`src/wmcu_pkg.sv`:
```
// Package for the wildcard match coverage union block.
// Holds function codes, configuration indices and field widths used by the lane and top-level modules.
package wmcu_pkg;

    localparam int VAR_W   = 8;
    localparam int MAX_VARS = 8;
    localparam int VALS_W  = 64;
    localparam int COV_W   = 64;
    localparam int SLOT_W  = 8;
    localparam int ENT_W   = 6;

    typedef enum logic [1:0] {
        FUNC_WRITE_ROW = 2'd0,
        FUNC_WRITE_COV = 2'd1,
        FUNC_QUERY     = 2'd2,
        FUNC_NONE      = 2'd3
    } func_t;

    typedef enum logic [3:0] {
        CFG_VARS_IN_USE = 4'd0,
        CFG_ROWS_IN_USE = 4'd1
    } cfg_index_t;

endpackage

```
`src/wmcu_lane.sv`:
```
// One variable lane: compares one stored value against the query value; a wildcard or an unused lane passes.
// Depends on wmcu_pkg for the value width.
module wmcu_lane #(
    parameter int VALUE_BITS = 8
) (
    input  logic [wmcu_pkg::VAR_W-1:0] row_value,
    input  logic                       row_wild,
    input  logic [wmcu_pkg::VAR_W-1:0] query_value,
    input  logic                       query_wild,
    input  logic                       lane_used,
    output logic                       lane_ok
);

    assign lane_ok = !lane_used || row_wild || query_wild
                   || (row_value[VALUE_BITS-1:0] == query_value[VALUE_BITS-1:0]);

endmodule

```
`config.mk`:
```
export PLATFORM = sky130hd
export DESIGN_NAME = wmcu_lane
export DESIGN_NICKNAME = d
export VERILOG_FILES = /design/src/wmcu_pkg.sv /design/src/wmcu_lane.sv
export SDC_FILE = /design/constraint.sdc
export NUM_CORES = 1
export LEC_CHECK = 0
export ABC_AREA = 1
export BUFFER_PORTS_ARGS = -buffer_cell sky130_fd_sc_hd__buf_2
export CAP_MARGIN = 10
export CORE_AREA = 2 2 39 41
export DETAILED_ROUTE_END_ITERATION = 10
export DIE_AREA = 0 0 41 43
export PLACE_DENSITY_LB_ADDON = 0.12
export SYNTH_ARGS = -nofsm -noshare
export SYNTH_HDL_FRONTEND = slang
export SYNTH_SLANG_ARGS = --single-unit
```
`constraint.sdc`:
```
create_clock -name vclk -period 1.49
set_clock_uncertainty 0.15 [all_clocks]
set_input_delay 0.2235 -clock vclk [all_inputs]
set_output_delay 0.2235 -clock vclk [all_outputs]
set_load 0.005 [all_outputs]
```
==> impl_metrics.tcl, run 1 <==
set metrics [dict create \
    yosysTopAreaCellShare_pct 50.00 \
    seqCellArea_sq_um 0 \
    p_sw_uw 24.82 \
    seqPwrFrac_pct 0 \
    layout_min_cycle_time_ns 1.209 \
    synth.area.top_cells "nand2_1, inv_1, xnor2_1" \
    dieArea_sq_mm 0.001763 \
    drv_slew 0 \
    grt_max_degree 3 \
    combPwrFrac_pct 100.0 \
    chipHeight_um 43 \
    ys_warn_count 0 \
    route.final.wire_length_um 373 \
    cts_setup_buffers 0 \
    rsz0062_at_grt "false" \
    synth_area_per_cell_sq_um 4.261 \
    status "complete, no violations" \
    fmax_ghz 0.8270 \
    whs_ns 0.5653 \
    yosysTopAreaCell "nand2_1" \
    grt_first_pass_wirelength_um 448 \
    max_cap_violations 0 \
    nNetsFinal 78 \
    postPlaceCellArea_sq_um 277.8 \
    num_vias 235 \
    cp.arrival_ns 0.84 \
    end_kind "primary output" \
    synthTopCellsByCount "nand2_1, inv_1, xnor2_1, nor2_1, nor3b_1" \
    hold_viol_final 0 \
    fin_setup_tns_ns 0 \
    internal_power_uw 33.26 \
    yosysMostFrequentCell "nand2_1" \
    min_path_type "in -> out" \
    avgViaCountPerCell 3.219 \
    ant_nets 0 \
    path_max_fanout 1 \
    final_util_pct 20.07 \
    rows 14 \
    synthCells 37 \
    antennaDiodeCount 0 \
    drtIter0Drc 0 \
    syn_area_sq_um 157.7 \
    critPathKind "in -> out" \
    clkbuf_count 0 \
    io_pins 20 \
    holdPathStages 4 \
    antenna_found_initial 0 \
    synth_cell_type_count 5 \
    drcViolationCount 0 \
    routabilityCongestion 0.5605 \
    grt_remaining_overflow 0 \
    hold_buffers 0 \
    die_w_um 41 \
    leakagePower_uw 0.0001934 \
    tightest_slew_ns 0.1836 \
    fin_crit_sh_pct 81.15 \
    pre_cts_ws_ns 0.2560 \
    core_sq_mm 0.001384 \
    grt_usage_pct 3.297 \
    relSlewSlack_pct 87.73 \
    drive_gt1_share_pct 35.09 \
    max-vdd-ir-drop_uv 54.96 \
    p_clk_share_pct 0 \
    numPortBuffers 20 \
    syn2layout_area_growth_pct 76.19 \
    seq_cells 0 \
    finalWorstSetupSlack_ns 0.2809 \
    design_area_sq_um 277.8 \
    setup_violations 0 \
    grt_pass1_vias 143 \
    first_pass_iters 1 \
    ys_seq_area_share_pct 0 \
    p_sw_share_pct 42.73 \
    cts.repair.resized 0 \
    worst_ep_required_time_ns 1.12 \
    syn_nets 56 \
    dp_hpwl_um 354.1 \
    pwr_density_cell_mw_per_mm2 209.1 \
    cp-start-kind "primary input" \
    initial_utilization_pct 11.39 \
    avgRoutedWirePerCell_um 5.110 \
]
worst max-delay path, stage by stage:
cell     delay, ns
buf_2         0.10
xnor2_1       0.15
nand2_1       0.06
nor2_1        0.09
nand2_1       0.06
nand2_1       0.05
buf_2         0.10
cell type report:
cell class | instances | area [sq um]
repair buffers | 20 | 100.1
fillers | 175 | 1106
well taps | 16 | 20.02
inverters | 10 | 37.54
multi-input cells | 27 | 120.1
metal layers:
metal,up-vias,share of wire [%],global-route usage [%],routed length [um]
met5,-,0,0,0
met4,0,0,0,0
li1,142,-,-,-
met2,11,42,5.938,155
met3,0,11,0,42
met1,82,47,4.430,175
per-stage QoR:
step / std cells / total power (uW)
CTS: 73 / 59.32
detailed placement: 73 / 59.19
floorplan: 37 / 27.32
global route: 73 / 66.01
finish: 73 / 58.09
global placement: 73 / 59.05
power by group through the flow:
stage / clock (uW) / combinational, uW / sequential, uW
floorplan: 0 / 27.3 / 0
global placement: 0 / 59.0 / 0
detailed placement: 0 / 59.2 / 0
CTS: 0 / 59.3 / 0
global route: 0 / 66.0 / 0
finish: 0 / 58.1 / 0
path summary, 6_finish.rpt:
path	from	to	slack (ns)
worst max-delay path	query_value[6]	lane_ok	0.28
worst min-delay path	row_wild	lane_ok	0.57
logic make-up (layout without fill, tap and decap cells):
group                  after synthesis  in the layout  synth area share (%)
AND/OR/NAND/NOR                     24             24                 59.53
buffers and inverters               10             30                 23.81
XOR/XNOR                             3              3                 16.67
layout by cell type (no fill, tap or decap):
| master | instances |
|---|---|
| buf_2 | 20 |
| inv_1 | 10 |
| nand2_1 | 21 |
| nor2_1 | 2 |
| nor3b_1 | 1 |
| xnor2_1 | 3 |
No activity file was read; power rests on OpenSTA's default activity.
==> run 2: changes to the inputs <==
- ABC_AREA: 1 -> 0
- clock period: 1.49 -> 1.2 ns (I/O delays scaled with it)
==> impl_metrics.tcl, run 2 <==
set metrics [dict create \
    synth_top_family_by_area "XOR/XNOR gates" \
    crit_start "query_value[2]" \
    rsz0062_at_grt "true" \
    multi_input_area_sq_um 136.4 \
    leakagePower_uw 0.0001404 \
    max_cap_violations 0 \
    setup_violations 0 \
    synthTopCellsByCount "xnor2_1, nand4_1, nor2_1, o211ai_2" \
    core_sq_mm 0.001384 \
    fin_crit_sh_pct 98.15 \
    grt_pass1_vias 121 \
    design_area_sq_um 287.8 \
    final_cell_mix "buf_2, xnor2_2, buf_6, xnor2_1, nand4_1" \
    numPortBuffers 20 \
    synthXorXnorAreaFrac_pct 70.89 \
    syn2layout_area_growth_pct 191.1 \
    final_cells 48 \
    slowest_delay_ns 0.16 \
    dieArea_sq_mm 0.001763 \
    fin_setup_tns_ns 0 \
    route.final.wire_length_um 354 \
    ys_seq_area_share_pct 0 \
    synth_area_per_cell_sq_um 8.237 \
    grt_first_pass_wirelength_um 407 \
    synth.area.top_cells "xnor2_1, nand4_1, o211ai_2" \
    end_kind "primary output" \
    worst_ep_required_time_ns 0.87 \
    seqCellArea_sq_um 0 \
    nFillCells 158 \
    synth_compound_area_share_pct 12.66 \
    pwr_density_cell_mw_per_mm2 323.0 \
    status "complete, no violations" \
    antenna_found_initial 0 \
    clkbuf_count 0 \
    initial_utilization_pct 7.143 \
    power_uw 92.94 \
    tightest_slew_ns 0.1362 \
    seq_cells 0 \
    min_path_type "in -> out" \
    hold_viol_final 0 \
    rows 14 \
    synth_cell_type_count 4 \
    cp.depth 5 \
    io_pins 20 \
    worstPathCellList "buf_2, xnor2_1, nand4_1, o211ai_2, buf_2" \
    path_common_cell "buf_2" \
    syn_nets 31 \
    relSlewSlack_pct 90.86 \
    avgViaCountPerCell 3.250 \
    path_max_fanout 1 \
    yosysTopAreaCell "xnor2_1" \
    hold_buffers 0 \
    max-vdd-ir-drop_uv 88.31 \
    cp-endpoint "lane_ok" \
    crit_family "buffers and inverters" \
    grt_max_degree 2 \
    grt_remaining_overflow 0 \
    first_pass_iters 1 \
    layout_min_cycle_time_ns 1.178 \
    die_w_um 41 \
    synthSimpleGateAreaFrac_pct 16.46 \
    avgRoutedWirePerCell_um 7.375 \
    postPlaceCellArea_sq_um 219.0 \
    ys_warn_count 0 \
    cts_setup_buffers 0 \
    chipHeight_um 43 \
    muxShareOfSynthArea_pct 0 \
    critPathKind "in -> out" \
    crit_slowest_cell "o211ai_2" \
    routabilityCongestion 0.6134 \
    yosysTopAreaCellShare_pct 70.89 \
    fmax_ghz 0.8490 \
    yosysMostFrequentCell "xnor2_1" \
    grt_usage_pct 3.197 \
    layout_commonest_cell "buf_2" \
    antennaDiodeCount 0 \
    drcViolationCount 0 \
    drive_gt1_share_pct 81.25 \
    synthCells 12 \
    drv_slew 0 \
    dp.cells 48 \
    cp.buffers_inverters 2 \
    nNetsFinal 53 \
    ant_nets 0 \
    num_vias 156 \
    synthAdderAreaFrac_pct 0 \
    cp.arrival_ns 0.85 \
    cp-start-kind "primary input" \
    drtIter0Drc 0 \
    syn_area_sq_um 98.85 \
]
## run 2: cell types whose count changed after synthesis, moves of 2 or more
| cell | delta |
|---|---|
| inv_1 | -10 |
| nand2_1 | -21 |
| nand4_1 | +2 |
| xnor2_1 | +5 |
## run 2: layout make-up
cell class,instances,area share (%)
multi-input cells,12,47.39
well taps,16,6.957
repair buffers,20,45.65
## run 2: worst min path at each step
| stage | from | to | slack, ns | cells past startpoint |
|---|---|---|---|---|
| after floorplan | lane_used | lane_ok | 0.25 | 1 |
| after global placement | lane_used | lane_ok | 0.46 | 3 |
| after detailed placement | lane_used | lane_ok | 0.46 | 3 |
| after CTS | lane_used | lane_ok | 0.46 | 3 |
| after global routing | lane_used | lane_ok | 0.47 | 3 |
| final | lane_used | lane_ok | 0.46 | 3 |
## run 2: cell families (layout without fill, tap and decap cells)
kind of cell | Yosys count | after routing
xor gates and xnor gates | 8 | 8
and+or+nand+nor | 3 | 3
AOI/OAI and AO/OA | 1 | 1
buffers and inverters | 0 | 20
## run 2: per-layer routing
layer | track usage [%] | vias to the layer above | share of wire (%)
li1 | - | 82 | -
met1 | 2.848 | 56 | 32
met2 | 7.187 | 18 | 44
met3 | 0 | 0 | 24
met4 | 0 | 0 | 0
met5 | 0 | - | 0
## run 2: stage by stage
stage          worst slack (ns)  hold WS [ns]  util (%)
6_report                0.02216        0.4554     20.80
2_1_floorplan            0.2763        0.2518         -
4_1_cts                0.002902        0.4598     16.91
3_3_place_gp            0.01135        0.4603     15.82
5_1_grt               -0.003315        0.4651     20.80
3_5_place_dp           -0.01877        0.4581     15.82
## run 2: power by group
part | internal (uW) | total (uW) | switching [uW]
sequential | 0 | 0 | 0
clock | 0 | 0 | 0
combinational | 63.1 | 92.9 | 29.9
total | 63.1 | 92.9 | 29.9
## run 2: tightest hold or removal path, stage by stage
cell      delay [ns]
buf_2           0.10
o211ai_2        0.04
buf_2           0.10
## run 2: repair_timing
| item | in CTS | in global routing |
|---|---|---|
| gates resized for setup | 2 | 8 |
| pin swaps | 0 | 4 |
| setup endpoints to repair | 1 | 1 |
